**src/hw/rtl/ljfs_pkg.sv**
```systemverilog
// Shared types and constants for the longest-job-first scheduler.
// Holds field widths, the controller state type and the command/status
// structs passed between controller and datapath. No dependencies.
package ljfs_pkg;

   localparam int IN_TIME_W   = 16;
   localparam int JOB_IDX_W   = 4;
   localparam int RES_TIME_W  = 21;
   localparam int SUM_W       = 25;
   localparam int REQ_DATA_W  = 2 * IN_TIME_W;
   localparam int RSP_USED_W  = JOB_IDX_W + 4 * RES_TIME_W + 2 * SUM_W;
   localparam int RSP_DATA_W  = ((RSP_USED_W + 7) / 8) * 8;

   typedef enum logic [1:0] {
      ST_LOAD,
      ST_SCAN,
      ST_SELECT,
      ST_EMIT
   } state_type;

   typedef struct packed {
      logic load;          // store the accepted job
      logic batch_start;   // last job accepted: begin scheduling
      logic scan_go;       // keep the store scan running
      logic select;        // choose the next job from the scan results
      logic emit;          // write the result into the output register
      logic batch_clear;   // final result written: empty the batch
   } cmd_type;

   typedef struct packed {
      logic scan_done;
      logic out_free;
      logic last_job;
   } status_type;

endpackage

```
**src/hw/rtl/ljfs_ram.sv**
```systemverilog
// Generic single-write, single-read RAM with registered read data.
// Used for the job store. No dependencies.
module ljfs_ram #(
   parameter int WIDTH = 32,
   parameter int DEPTH = 16
) (
   input  logic                                  clock,
   input  logic                                  wr_en,
   input  logic [((DEPTH > 1) ? $clog2(DEPTH) : 1)-1:0] wr_addr,
   input  logic [WIDTH-1:0]                      wr_data,
   input  logic [((DEPTH > 1) ? $clog2(DEPTH) : 1)-1:0] rd_addr,
   output logic [WIDTH-1:0]                      rd_data
);

   logic [WIDTH-1:0] mem_ff [DEPTH];
   logic [WIDTH-1:0] rd_data_ff;

   always_ff @(posedge clock) begin
      if (wr_en) begin
         mem_ff[wr_addr] <= wr_data;
      end
      rd_data_ff <= mem_ff[rd_addr];
   end

   assign rd_data = rd_data_ff;

endmodule

```
**src/hw/rtl/ljfs_ctrl.sv**
```systemverilog
// Controller state machine of the scheduler: loading, scan, select, emit.
// Depends on ljfs_pkg for the state type and the command/status structs.
module ljfs_ctrl (
   input  logic                   clock,
   input  logic                   reset,
   input  logic                   req_tvalid,
   input  logic                   req_tlast,
   output logic                   req_tready,
   input  ljfs_pkg::status_type   status,
   output ljfs_pkg::cmd_type      cmd
);
   import ljfs_pkg::*;

   state_type state_ff;
   state_type state_in;

   always_ff @(posedge clock) begin
      if (reset) begin
         state_ff <= ST_LOAD;
      end else begin
         state_ff <= state_in;
      end
   end

   always_comb begin
      state_in = state_ff;
      unique case (state_ff)
         ST_LOAD: begin
            if (req_tvalid && req_tlast) begin
               state_in = ST_SCAN;
            end
         end
         ST_SCAN: begin
            if (status.scan_done) begin
               state_in = ST_SELECT;
            end
         end
         ST_SELECT: begin
            state_in = ST_EMIT;
         end
         ST_EMIT: begin
            if (status.out_free) begin
               state_in = status.last_job ? ST_LOAD : ST_SCAN;
            end
         end
         default: begin
            state_in = ST_LOAD;
         end
      endcase
   end

   always_comb begin
      cmd        = '0;
      req_tready = 1'b0;
      unique case (state_ff)
         ST_LOAD: begin
            req_tready      = 1'b1;
            cmd.load        = req_tvalid;
            cmd.batch_start = req_tvalid && req_tlast;
         end
         ST_SCAN: begin
            cmd.scan_go = 1'b1;
         end
         ST_SELECT: begin
            cmd.select = 1'b1;
         end
         ST_EMIT: begin
            cmd.emit        = status.out_free;
            cmd.batch_clear = status.out_free && status.last_job;
         end
         default: begin
            cmd = '0;
         end
      endcase
   end

endmodule

```
**src/hw/rtl/ljfs_datapath.sv**
```systemverilog
// Datapath of the scheduler: job store, scan trackers, selection arithmetic,
// running sums and the result register. Depends on ljfs_pkg and ljfs_ram.
module ljfs_datapath #(
   parameter int MAX_PROCS = 16,
   parameter int TIME_BITS = 16
) (
   input  logic                               clock,
   input  logic                               reset,
   input  ljfs_pkg::cmd_type                  cmd,
   output ljfs_pkg::status_type               status,
   input  logic [ljfs_pkg::REQ_DATA_W-1:0]    req_tdata,
   output logic                               rsp_tvalid,
   input  logic                               rsp_tready,
   output logic [ljfs_pkg::RSP_DATA_W-1:0]    rsp_tdata,
   output logic                               rsp_tlast
);
   import ljfs_pkg::*;

   localparam int TW     = TIME_BITS;
   localparam int CNT_W  = $clog2(MAX_PROCS + 1);
   localparam int IDX_W  = (MAX_PROCS > 1) ? $clog2(MAX_PROCS) : 1;
   localparam int CT_W   = TIME_BITS + CNT_W;
   localparam int PAD_W  = RSP_DATA_W - RSP_USED_W;

   // batch control
   logic [CNT_W-1:0]     count_ff, count_in;
   logic [CNT_W-1:0]     emit_cnt_ff, emit_cnt_in;
   logic [MAX_PROCS-1:0] done_ff, done_in;
   logic                 first_ff, first_in;
   logic [CT_W-1:0]      ct_ff, ct_in;

   // scan
   logic [CNT_W-1:0]     scan_addr_ff, scan_addr_in;
   logic                 rd_vld_ff;
   logic [IDX_W-1:0]     rd_idx_ff;
   logic                 issue, scan_init, wr_en, pend;
   logic [2*TW-1:0]      rd_data;
   logic [TW-1:0]        rd_arr, rd_burst;

   // earliest arrival (first index) and longest burst within that arrival group
   logic                 e_vld_ff;
   logic [TW-1:0]        e_arr_ff, e_burst_ff, g_burst_ff;
   logic [IDX_W-1:0]     e_idx_ff, g_idx_ff;
   // longest burst among jobs already arrived
   logic                 l_vld_ff;
   logic [TW-1:0]        l_arr_ff, l_burst_ff;
   logic [IDX_W-1:0]     l_idx_ff;

   // selection stage
   logic [IDX_W-1:0]     sel_idx;
   logic [TW-1:0]        sel_arr, sel_burst;
   logic [CT_W-1:0]      sel_start;
   logic [IDX_W-1:0]     sel_idx_ff;
   logic [TW-1:0]        burst_ff;
   logic [CT_W-1:0]      start_ff, wait_ff, comp_ff;
   logic [CT_W-1:0]      tat;

   // sums and result register
   logic [SUM_W-1:0]      wsum_ff, wsum_in, tsum_ff, tsum_in;
   logic                  out_vld_ff;
   logic [JOB_IDX_W-1:0]  o_idx_ff;
   logic [RES_TIME_W-1:0] o_start_ff, o_wait_ff, o_comp_ff, o_tat_ff;
   logic [SUM_W-1:0]      o_tw_ff, o_tt_ff;
   logic                  o_last_ff;

   assign wr_en     = cmd.load && (count_ff < CNT_W'(MAX_PROCS));
   assign issue     = cmd.scan_go && (scan_addr_ff != count_ff);
   assign scan_init = cmd.batch_start || (cmd.emit && !status.last_job);

   ljfs_ram #(
      .WIDTH (2 * TW),
      .DEPTH (MAX_PROCS)
   ) u_store (
      .clock   (clock),
      .wr_en   (wr_en),
      .wr_addr (count_ff[IDX_W-1:0]),
      .wr_data ({TW'(req_tdata[2*IN_TIME_W-1:IN_TIME_W]), TW'(req_tdata[IN_TIME_W-1:0])}),
      .rd_addr (scan_addr_ff[IDX_W-1:0]),
      .rd_data (rd_data)
   );

   assign rd_arr   = rd_data[TW-1:0];
   assign rd_burst = rd_data[2*TW-1:TW];
   assign pend     = rd_vld_ff && !done_ff[rd_idx_ff];

   assign status.scan_done = (scan_addr_ff == count_ff) && !rd_vld_ff;
   assign status.out_free  = !out_vld_ff || rsp_tready;
   assign status.last_job  = ((emit_cnt_ff + CNT_W'(1)) == count_ff);

   // batch control next state
   always_comb begin
      count_in    = count_ff;
      emit_cnt_in = emit_cnt_ff;
      done_in     = done_ff;
      first_in    = first_ff;
      ct_in       = ct_ff;
      if (wr_en) begin
         count_in = count_ff + CNT_W'(1);
      end
      if (cmd.batch_clear) begin
         count_in = '0;
      end
      if (cmd.batch_start || cmd.batch_clear) begin
         done_in     = '0;
         emit_cnt_in = '0;
         first_in    = cmd.batch_start;
      end
      if (cmd.select) begin
         done_in[sel_idx] = 1'b1;
         first_in         = 1'b0;
         ct_in            = sel_start + CT_W'(sel_burst);
      end
      if (cmd.emit) begin
         emit_cnt_in = emit_cnt_ff + CNT_W'(1);
      end
      if (cmd.batch_clear) begin
         emit_cnt_in = '0;
      end
   end

   always_comb begin
      scan_addr_in = scan_addr_ff;
      if (scan_init) begin
         scan_addr_in = '0;
      end else if (issue) begin
         scan_addr_in = scan_addr_ff + CNT_W'(1);
      end
   end

   always_ff @(posedge clock) begin
      if (reset) begin
         count_ff     <= '0;
         emit_cnt_ff  <= '0;
         done_ff      <= '0;
         first_ff     <= 1'b0;
         scan_addr_ff <= '0;
         rd_vld_ff    <= 1'b0;
         e_vld_ff     <= 1'b0;
         l_vld_ff     <= 1'b0;
         out_vld_ff   <= 1'b0;
      end else begin
         count_ff     <= count_in;
         emit_cnt_ff  <= emit_cnt_in;
         done_ff      <= done_in;
         first_ff     <= first_in;
         scan_addr_ff <= scan_addr_in;
         rd_vld_ff    <= issue;
         if (scan_init) begin
            e_vld_ff <= 1'b0;
            l_vld_ff <= 1'b0;
         end else begin
            if (pend) begin
               e_vld_ff <= 1'b1;
            end
            if (pend && (CT_W'(rd_arr) <= ct_ff)) begin
               l_vld_ff <= 1'b1;
            end
         end
         if (cmd.emit) begin
            out_vld_ff <= 1'b1;
         end else if (rsp_tready) begin
            out_vld_ff <= 1'b0;
         end
      end
   end

   // scan trackers and payload registers
   always_ff @(posedge clock) begin
      rd_idx_ff <= scan_addr_ff[IDX_W-1:0];
      ct_ff     <= ct_in;
      if (!scan_init && pend) begin
         if (!e_vld_ff || (rd_arr < e_arr_ff)) begin
            e_arr_ff   <= rd_arr;
            e_burst_ff <= rd_burst;
            e_idx_ff   <= rd_idx_ff;
            g_burst_ff <= rd_burst;
            g_idx_ff   <= rd_idx_ff;
         end else if ((rd_arr == e_arr_ff) && (rd_burst > g_burst_ff)) begin
            g_burst_ff <= rd_burst;
            g_idx_ff   <= rd_idx_ff;
         end
         if ((CT_W'(rd_arr) <= ct_ff) && (!l_vld_ff || (rd_burst > l_burst_ff))) begin
            l_arr_ff   <= rd_arr;
            l_burst_ff <= rd_burst;
            l_idx_ff   <= rd_idx_ff;
         end
      end
      if (cmd.select) begin
         sel_idx_ff <= sel_idx;
         burst_ff   <= sel_burst;
         start_ff   <= sel_start;
         wait_ff    <= sel_start - CT_W'(sel_arr);
         comp_ff    <= sel_start + CT_W'(sel_burst);
      end
      if (cmd.batch_start) begin
         wsum_ff <= '0;
         tsum_ff <= '0;
      end else if (cmd.emit) begin
         wsum_ff <= wsum_in;
         tsum_ff <= tsum_in;
      end
      if (cmd.emit) begin
         o_idx_ff   <= JOB_IDX_W'(sel_idx_ff);
         o_start_ff <= RES_TIME_W'(start_ff);
         o_wait_ff  <= RES_TIME_W'(wait_ff);
         o_comp_ff  <= RES_TIME_W'(comp_ff);
         o_tat_ff   <= RES_TIME_W'(tat);
         o_tw_ff    <= wsum_in;
         o_tt_ff    <= tsum_in;
         o_last_ff  <= status.last_job;
      end
   end

   // First job runs at the earliest arrival; later on, when nothing has
   // arrived, the clock jumps to the earliest pending arrival.
   always_comb begin
      if (first_ff) begin
         sel_idx   = e_idx_ff;
         sel_arr   = e_arr_ff;
         sel_burst = e_burst_ff;
         sel_start = CT_W'(e_arr_ff);
      end else if (l_vld_ff) begin
         sel_idx   = l_idx_ff;
         sel_arr   = l_arr_ff;
         sel_burst = l_burst_ff;
         sel_start = ct_ff;
      end else begin
         sel_idx   = g_idx_ff;
         sel_arr   = e_arr_ff;
         sel_burst = g_burst_ff;
         sel_start = CT_W'(e_arr_ff);
      end
   end

   assign tat     = wait_ff + CT_W'(burst_ff);
   assign wsum_in = wsum_ff + SUM_W'(wait_ff);
   assign tsum_in = tsum_ff + SUM_W'(wait_ff) + SUM_W'(burst_ff);

   assign rsp_tvalid = out_vld_ff;
   assign rsp_tlast  = o_last_ff;
   assign rsp_tdata  = {{PAD_W{1'b0}}, o_tt_ff, o_tw_ff, o_tat_ff, o_comp_ff,
                        o_wait_ff, o_start_ff, o_idx_ff};

   a_select_has_job: assert property (@(posedge clock) disable iff (reset)
      cmd.select |-> e_vld_ff)
      else $error("select without a pending job");

   a_emit_no_overwrite: assert property (@(posedge clock) disable iff (reset)
      cmd.emit |-> (!out_vld_ff || rsp_tready))
      else $error("result register overwritten");

   a_done_bounded: assert property (@(posedge clock) disable iff (reset)
      $countones(done_ff) <= int'(count_ff))
      else $error("more jobs marked done than stored");

endmodule

```
**src/hw/rtl/longest_job_first_scheduler.sv**
```systemverilog
// Non-preemptive longest-job-first scheduler, top level.
// Depends on ljfs_pkg, ljfs_ctrl, ljfs_datapath (and ljfs_ram beneath it).
//
// Usage:
//   req channel: one item per job, tdata = {burst, arrival}; tlast marks the
//   final job of a batch and starts scheduling. Jobs beyond MAX_PROCS are
//   dropped, but their tlast still starts the schedule.
//   rsp channel: one item per job run, in run order; tlast on the last one.
//   Loading accepts one item per cycle. After the batch's last item, each job
//   scheduled costs one scan of the job store (N reads, then the read data
//   drains), a select step and an emit step. The single read port of the
//   job store limits how fast results come.
//   req_tready is low while a batch is being scheduled.
//   Results wait in an output register; when the receiver stalls, scheduling
//   holds before writing the next result, and the final result may still be
//   waiting while the next batch loads.
//   Reset (synchronous) empties the batch and drops any pending result.
module longest_job_first_scheduler #(
   parameter int MAX_PROCS = 16,
   parameter int TIME_BITS = 16
) (
   input  logic                               clock,
   input  logic                               reset,
   input  logic                               req_tvalid,
   output logic                               req_tready,
   // [15:0] arrival_time, [31:16] burst_time
   input  logic [ljfs_pkg::REQ_DATA_W-1:0]    req_tdata,
   input  logic                               req_tlast,
   output logic                               rsp_tvalid,
   input  logic                               rsp_tready,
   // [3:0] job_index, [24:4] start_time, [45:25] waiting_time,
   // [66:46] completion_time, [87:67] turnaround_time,
   // [112:88] total_waiting, [137:113] total_turnaround, [143:138] zero
   output logic [ljfs_pkg::RSP_DATA_W-1:0]    rsp_tdata,
   output logic                               rsp_tlast
);
   import ljfs_pkg::*;

   cmd_type    cmd;
   status_type status;

   ljfs_ctrl u_ctrl (
      .clock      (clock),
      .reset      (reset),
      .req_tvalid (req_tvalid),
      .req_tlast  (req_tlast),
      .req_tready (req_tready),
      .status     (status),
      .cmd        (cmd)
   );

   ljfs_datapath #(
      .MAX_PROCS (MAX_PROCS),
      .TIME_BITS (TIME_BITS)
   ) u_datapath (
      .clock      (clock),
      .reset      (reset),
      .cmd        (cmd),
      .status     (status),
      .req_tdata  (req_tdata),
      .rsp_tvalid (rsp_tvalid),
      .rsp_tready (rsp_tready),
      .rsp_tdata  (rsp_tdata),
      .rsp_tlast  (rsp_tlast)
   );

endmodule

```
**config.mk**
```make
export PLATFORM = sky130hd
export DESIGN_NAME = longest_job_first_scheduler
export DESIGN_NICKNAME = d
export VERILOG_FILES = /design/src/hw/rtl/ljfs_pkg.sv /design/src/hw/rtl/ljfs_ram.sv /design/src/hw/rtl/ljfs_ctrl.sv /design/src/hw/rtl/ljfs_datapath.sv /design/src/hw/rtl/longest_job_first_scheduler.sv
export SDC_FILE = /design/constraint.sdc
export NUM_CORES = 1
export LEC_CHECK = 0
export BUFFER_PORTS_ARGS = -buffer_cell sky130_fd_sc_hd__buf_4
export CORE_MARGIN = 1
export CORE_UTILIZATION = 48
export CTS_BUF_LIST = sky130_fd_sc_hd__clkbuf_4
export DETAILED_ROUTE_END_ITERATION = 16
export SLEW_MARGIN = 25
export SYNTH_ARGS = -nofsm -noshare
export SYNTH_HDL_FRONTEND = slang
export SYNTH_HIERARCHICAL = 1
export SYNTH_SLANG_ARGS = --single-unit
```
**constraint.sdc**
```tcl
create_clock -name clock -period 8.25 [get_ports clock]
set_input_delay 1.65 -clock clock [delete_from_list [all_inputs] [get_ports clock]]
set_output_delay 1.65 -clock clock [all_outputs]
set_load 0.03 [all_outputs]
```
==> PnR_summary.wiki, run 1 <==
{| class="wikitable"
! Metric !! Value
|-
| Transition time at the pin with the least slew margin || 1.15 ns
|-
| Cell type with the largest total area after synthesis || sky130_fd_sc_hd__edfxtp_1
|-
| Number of distinct standard cells referenced by the synthesized netlist || 85
|-
| R2R cell count || 13
|-
| Time the worst path needs with I/O delays and setup || 4.23 ns
|-
| Capturing element type of the critical path || flop
|-
| Standby leakage power || 16.8 nW
|-
| # Post-CTS Setup Buffers || 0
|-
| Number of warning messages in the yosys log || 6
|-
| Number of enable flip-flop cells after synthesis || 826
|-
| Yosys reg bits || 950
|-
| Cell area power density || 311 mW/mm^2
|-
| Minimum setup slack among reg-to-reg paths || 4.02 ns
|-
| Internal || 9.76 mW
|-
| Area share of the leading cell type in the synthesized netlist || 61.1%
|-
| Critical Path Source Type || flop
|-
| Remaining global-route overflow || 0
|-
| Total global routing track utilization || 21.4%
|-
| Reg-to-reg endpoint || u_datapath/comp_ff[19]
|-
| Depth of the worst hold-timing path || 0
|-
| Critical path data arrival time || 5.12 ns
|-
| Proportion of register bits with asynchronous set or reset after synthesis || 0%
|-
| First-pass GRT wire length || 138 mm
|-
| Non-filler cells, final || 4296
|-
| Reported max-cap violation count || 0
|-
| Area of the multi-input gates || 0.0126 sq mm
|-
| Proportion of layout cells with a drive suffix above 1 || 24.5%
|-
| Area inside the core boundary || 0.0837 sq mm
|-
| Largest net degree at the start of global routing || 151
|-
| Area enclosed by the die boundary || 0.0857 sq mm
|-
| Post-Route Skew || 0.0861 ns
|-
| Hold buffer count at CTS || 0
|-
| Unrepaired setup endpoints after global routing || no
|-
| Number of vias per cell || 5.47
|-
| Wire length per cell || 21.0 um
|-
| Commonest cells in the netlist || 826 x sky130_fd_sc_hd__edfxtp_1, 169 x sky130_fd_sc_hd__nor2_1, 167 x sky130_fd_sc_hd__ha_1
|-
| Hold crit path type || flop to flop
|-
| Number of input and output port buffers inserted || 177
|-
| Post-synthesis to final-layout area growth || 14.5%
|-
| Die Y-Extent || 293 um
|-
| Endpoints failing hold || 0
|-
| Placer Congestion || 0.917
|-
| Fmax || 236 MHz
|-
| WL final || 90.4 mm
|-
| Cell types with the largest area share after synthesis || sky130_fd_sc_hd__edfxtp_1 61%, sky130_fd_sc_hd__mux4_2 7.4%, sky130_fd_sc_hd__dfxtp_1 6.1%, sky130_fd_sc_hd__ha_1 5.1%, sky130_fd_sc_hd__nor2_1 1.6%
|-
| Layout Cell Area excl Fill || 0.0465 sq mm
|-
| Run status || completed
|-
| Placed Cells || 3855
|-
| CTS sink count || 950
|-
| H-tree lvl count || 4
|-
| Total Power Consumption || 14.5 mW
|-
| Worst voltage drop across the vdd grid || 0.160 mV
|-
| CTS tree || yes
|-
| Initial antenna violation count || 5
|-
| Number of rows in the core area || 106
|-
| Post-layout nets || 3186
|-
| Via count of the routed design || 23518
|-
| Switching power || 4.71 mW
|-
| Final count of pins violating max slew || 0
|-
| Synthesized area per cell || 15.6 sq um
|-
| Number of global-route vias before repair || 24351
|-
| Critical path peak fanout || 48
|-
| Starting Density || 48.5%
|-
| Share of the yosys chip area belonging to registers || 67.2%
|-
| Worst-path clk slew || 0.06 ns
|-
| Clk network pwr share || 27.0%
|-
| Type of the worst setup path || flop to flop
|-
| Number of CTS-inserted buffers || 238
|-
| Total standard cell area after synthesis || 0.0406 sq mm
|-
| Skew-Pair Late Insertion Delay || 1.11 ns
|-
| Final routed DRC violation total || 0
|-
| Placed Instance Area || 0.0434 sq mm
|-
| Combinational Power Share || 28.4%
|-
| Placement Setup Slack || 3.87 ns
|-
| Sequential power share || 44.6%
|-
| Resized Gates After CTS || 0
|-
| IO Pins || 184
|-
| Portion of the clock cycle consumed by the worst path in the final layout || 51.3%
|-
| Most frequently used flop master after synthesis || sky130_fd_sc_hd__edfxtp_1
|-
| Combined flip-flop and latch cell area || 0.0273 sq mm
|-
| Filler Cell Count || 6801
|-
| Root buf cell || sky130_fd_sc_hd__clkbuf_4
|-
| Crit path to || u_datapath/comp_ff[19]
|-
| PnR worst setup slack || 4.02 ns
|-
| Start of the worst register-to-register path || u_datapath/first_ff
|-
| Utilization of the core after routing || 55.5%
|-
| Clock Path Buffers || 3
|-
| Width of the die || 293 um
|-
| Finish-stage setup viols || 0
|-
| Crit path required time || 9.14 ns
|-
| Headroom to the max-slew limit || 22.6%
|-
| 1st-pass router iterations || 5
|-
| Most frequent cell after synthesis || sky130_fd_sc_hd__edfxtp_1
|-
| Starting DRC count in detailed routing || 1540
|-
| Setup total negative slack || 0 ns
|-
| Instance count of the mapped netlist || 2597
|-
| ANT nets after route || 0
|-
| Crit path from || u_datapath/first_ff
|-
| Tightest hold margin || 0.391 ns
|-
| Placed wire-length estimate after detailed placement || 58.3 mm
|-
| Fraction of power spent switching nets || 32.6%
|}
-- logic make-up after synthesis --
kind of cell    Yosys count  synth area share, %
mux                     188                 8.74
flops                   950                 67.2
xor+xnor                103                 2.22
fa+ha+maj               188                 6.18
buf+inv                 210                 2.11
simple gates            499                 5.84
other cells               1              0.00924
compound gates          458                 7.68
-- layer usage --
| metal | wire length, um | up-vias | track usage (%) | part of all wire [%] |
|---|---|---|---|---|
| met2 | 44300 | 690 | 35.2 | 49 |
| li1 | - | 10967 | - | - |
| met1 | 37200 | 11670 | 26.5 | 41 |
| met4 | 3570 | 6 | 10.7 | 4.0 |
| met5 | 38 | - | 0 | 0.042 |
| met3 | 5250 | 185 | 4.83 | 5.8 |
-- flip-flops by register name, indices dropped and copies added, names as in the netlist, 21 cells and up --
register / flops
u_datapath/o_start_ff: 21
u_datapath/o_wait_ff: 21
u_datapath/wait_ff: 21
u_datapath/o_tw_ff: 25
u_datapath/o_tat_ff: 21
u_datapath/u_store/mem_ff: 512
u_datapath/tsum_ff: 25
u_datapath/u_store/rd_data: 32
u_datapath/wsum_ff: 25
u_datapath/start_ff: 21
u_datapath/comp_ff: 21
u_datapath/o_comp_ff: 21
u_datapath/o_tt_ff: 25
-- power by group through the flow --
stage,sequential [mW],combinational [mW],clock (mW)
floorplan,6.52,2.94,0
global placement,6.54,4.01,0
detailed placement,6.57,4.10,0
CTS,6.47,4.12,4.05
global route,6.52,4.52,4.30
finish,6.46,4.11,3.91
-- cell usage in the layout, fill, tap and decap left out, types with 52 or more instances in the layout --
cell type	instances
sky130_fd_sc_hd__inv_1	117
sky130_fd_sc_hd__dfxtp_1	122
sky130_fd_sc_hd__mux4_2	133
sky130_fd_sc_hd__clkbuf_4	362
sky130_fd_sc_hd__nand2_1	114
sky130_fd_sc_hd__a21o_1	64
sky130_fd_sc_hd__edfxtp_1	826
sky130_fd_sc_hd__a21oi_1	107
sky130_fd_sc_hd__mux2i_1	52
sky130_fd_sc_hd__nor2_1	155
sky130_fd_sc_hd__buf_4	210
sky130_fd_sc_hd__xnor2_1	71
sky130_fd_sc_hd__o21ai_0	57
sky130_fd_sc_hd__a22oi_1	69
sky130_fd_sc_hd__ha_1	166
-- worst min path at each step --
stage / start / to
detailed placement: u_datapath/start_ff[0] / u_datapath/o_start_ff[0]
global placement: u_datapath/start_ff[20] / u_datapath/o_start_ff[20]
floorplan: u_datapath/sel_idx_ff[0] / u_datapath/o_idx_ff[0]
CTS: u_datapath/sel_idx_ff[1] / u_datapath/o_idx_ff[1]
finish: u_datapath/sel_idx_ff[1] / u_datapath/o_idx_ff[1]
global route: u_datapath/sel_idx_ff[1] / u_datapath/o_idx_ff[1]
-- layout make-up --
type / instances / area share [%]
clock buffer: 362 / 5.85
timing repair buffer: 211 / 3.44
inverter: 118 / 0.953
sequential: 950 / 58.7
clock inverter: 69 / 0.789
multi-input combinational: 1442 / 27.1
tap: 1134 / 3.05
antenna: 10 / 0.0538
-- worst max-delay path, stage by stage, from the launching register on --
cell and delay [ns]:
sky130_fd_sc_hd__dfxtp_1 0.44, sky130_fd_sc_hd__nor2b_4 0.86, sky130_fd_sc_hd__nor2_1 0.13, sky130_fd_sc_hd__a21oi_1 0.27
sky130_fd_sc_hd__inv_1 0.16, sky130_fd_sc_hd__ha_1 0.29, sky130_fd_sc_hd__a21o_1 0.18, sky130_fd_sc_hd__a21oi_2 0.21
sky130_fd_sc_hd__o21ai_1 0.13, sky130_fd_sc_hd__a2111o_1 0.41, sky130_fd_sc_hd__a32o_1 0.34, sky130_fd_sc_hd__a221oi_4 0.35
sky130_fd_sc_hd__nand4b_1 0.13, sky130_fd_sc_hd__o211ai_1 0.15
Note: power is estimated with default switching activity, not from simulation.
==> inputs of run 2 (changes only) <==
PLACE_DENSITY = 0.67   (was unset)
clock period = 3.5 ns   (was 8.25 ns; I/O delays follow)
==> run 2 against run 1 <==
  * Final area up 2.5%
  * Critical endpoint is now u_datapath/wait_ff[19]
  * Worst setup slack got worse by 3.9 ns
  * Die area did not move
  * Utilization grew 1.4 points
  * Total power grew 140%
  * Clock power grew 130%
  * First-iteration DRC count is 25% higher
  * Combinational power rose to 2.5 times the previous value
==> PnR_summary.wiki, run 2 (synthesis results as in run 1) <==
{| class="wikitable"
! Metric !! Value
|-
| Reg-to-reg endpoint || u_datapath/wait_ff[19]
|-
| Critical Path Source Type || flop
|-
| Crit path to || u_datapath/wait_ff[19]
|-
| Worst-path clk slew || 0.06 ns
|-
| Via count of the routed design || 24150
|-
| ANT nets after route || 0
|-
| Final count of pins violating max slew || 0
|-
| Crit path from || u_datapath/l_vld_ff
|-
| Start of the worst register-to-register path || u_datapath/l_vld_ff
|-
| Largest net degree at the start of global routing || 116
|-
| Starting Density || 48.5%
|-
| Utilization of the core after routing || 56.9%
|-
| Hold crit path type || input pin to flop
|-
| CTS sink count || 950
|-
| Finish-stage setup viols || 0
|-
| Total global routing track utilization || 22.1%
|-
| Number of CTS-inserted buffers || 236
|-
| Crit path required time || 4.33 ns
|-
| Final routed DRC violation total || 0
|-
| Worst voltage drop across the vdd grid || 0.332 mV
|-
| Post-Route Skew || 0.0650 ns
|-
| Cell area power density || 728 mW/mm^2
|-
| Top library cells by usage in the layout, fill and taps aside || 826 x sky130_fd_sc_hd__edfxtp_1, 360 x sky130_fd_sc_hd__clkbuf_4, 238 x sky130_fd_sc_hd__buf_4, 165 x sky130_fd_sc_hd__ha_1, 155 x sky130_fd_sc_hd__nor2_1
|-
| CTS tree || yes
|-
| Placer Congestion || 0.924
|-
| Run status || completed
|-
| Width of the die || 293 um
|-
| R2R cell count || 13
|-
| Time the worst path needs with I/O delays and setup || 3.39 ns
|-
| Area inside the core boundary || 0.0837 sq mm
|-
| Die Y-Extent || 293 um
|-
| Endpoints failing hold || 0
|-
| Clock Path Buffers || 3
|-
| Flip-flop count of the largest register after layout || 512
|-
| Largest delay share family, worst path || compound AO/OA/AOI/OAI gates
|-
| Remaining global-route overflow || 0
|-
| Critical path data arrival time || 4.22 ns
|-
| Fmax || 295 MHz
|-
| Minimum setup slack among reg-to-reg paths || 0.11 ns
|-
| Starting DRC count in detailed routing || 1919
|-
| Headroom to the max-slew limit || 41.8%
|-
| Reported max-cap violation count || 0
|-
| Wire length per cell || 21.4 um
|-
| Transition time at the pin with the least slew margin || 0.864 ns
|-
| Critical path peak fanout || 31
|-
| Unrepaired setup endpoints after global routing || yes
|-
| Post-synthesis to final-layout area growth || 17.3%
|-
| Number of vias per cell || 5.51
|-
| Initial antenna violation count || 7
|-
| Peak per-stage delay on the critical path || 0.41 ns
|-
| Area enclosed by the die boundary || 0.0857 sq mm
|-
| Min-delay src || req_tlast
|-
| 1st-pass router iterations || 5
|-
| CP Buf/Inv Count || 1
|-
| WL final || 93.8 mm
|-
| Setup total negative slack || 0 ns
|-
| Number of input and output port buffers inserted || 177
|-
| Max stage delay cell, worst path || sky130_fd_sc_hd__dfxtp_1
|-
| Register with the most flip-flops || u_datapath/u_store/mem_ff
|-
| IO Pins || 184
|-
| Portion of the clock cycle consumed by the worst path in the final layout || 96.9%
|-
| Capturing element type of the critical path || flop
|-
| Number of rows in the core area || 106
|-
| Most common library cell in the layout ignoring fill and taps || sky130_fd_sc_hd__edfxtp_1
|-
| Proportion of layout cells with a drive suffix above 1 || 25.7%
|-
| Tightest hold margin || 0.168 ns
|-
| Skew-Pair Late Insertion Delay || 1.09 ns
|-
| Root buf cell || sky130_fd_sc_hd__clkbuf_4
|-
| Dominant cell type by count on the critical path || sky130_fd_sc_hd__a21o_1
|-
| Number of global-route vias before repair || 24869
|-
| H-tree lvl count || 4
|-
| Post-layout nets || 3275
|-
| Standby leakage power || 17.3 nW
|-
| First-pass GRT wire length || 143 mm
|-
| Crit path depth || 13
|-
| Type of the worst setup path || flop to flop
|-
| Placed wire-length estimate after detailed placement || 58.8 mm
|-
| Worst-path cell chain || nor2b_4 -> buf_12 -> nor2_1 -> a21o_1 -> ha_1 -> a21o_1 -> a211o_1 -> a21oi_1 -> nand3_1 -> a21o_1 -> o41ai_2 -> nor3b_1 -> o31ai_1
|}
==> run 2: changes by cell type in the layout (fill, tap and decap cells not counted), sizes merged <==
cell and change:
bufinv -2, clkbuf -2, dlygate4sd3 +36, clkinvlp -1, buf +55, inv +2, diode -8, clkinv +3
==> run 2: worst min-delay path by stage <==
stage,to,slack (ns),depth (start not counted)
after detailed placement,u_datapath/o_start_ff[13],0.41,0
after global placement,u_datapath/o_start_ff[2],0.41,0
after CTS,u_ctrl/state_ff[0],0.03,4
after floorplan,u_datapath/o_idx_ff[0],0.40,0
after global routing,u_ctrl/state_ff[0],0.09,4
final,u_ctrl/state_ff[0],0.17,4
==> run 2: metal layers <==
layer | global-route usage [%] | up-vias | part of all wire [%]
li1 | - | 11152 | -
met1 | 28.4 | 11987 | 42
met2 | 36.1 | 829 | 49
met3 | 4.41 | 178 | 5.9
met4 | 10.3 | 4 | 3.4
met5 | 0 | - | 0.033
==> run 2: report_power, final <==
part           switching (mW)  total, mW  internal, mW
Combinational            6.06       10.3          4.27
Sequential              0.952       15.2          14.2
Clock                    4.43       9.16          4.73
Total                    11.4       34.7          23.2
==> run 2: layout make-up <==
type | count | area [sq um]
fillers | 6528 | 36100
flip-flops and latches | 950 | 27300
multi-input cells | 1442 | 12700
clock buffers | 360 | 2700
repair buffers | 302 | 2700
well taps | 1134 | 1420
inverters | 118 | 443
clock inverters | 71 | 374
diodes | 2 | 5.00
==> run 2: tightest hold or removal path: cells and delay by family <==
kind	cells	cell delay (ns)
simple gates	1	0.18
buf+inv	1	0.09
compound gates	2	0.20
==> run 2: timing repair <==
action / CTS / global route
hold endpoints to repair: 534 / 0
setup endpoints to repair: 2 / 10
buffers inserted: 0 / 13
pin swaps: 0 / 5
hold buffers: 36 / 0
gates resized for setup: 1 / 11
==> run 2: stage by stage <==
step	worst slack [ns]	instances	power, mW	cell area [sq um]
2_1_floorplan	-0.222	2602	22.3	40700
3_3_place_gp	0.0522	3897	25.3	44000
3_5_place_dp	0.0321	3897	25.6	44000
4_1_cts	0.0466	4364	34.9	47500
5_1_grt	-0.0188	4379	36.7	47600
6_report	0.108	4379	34.7	47600
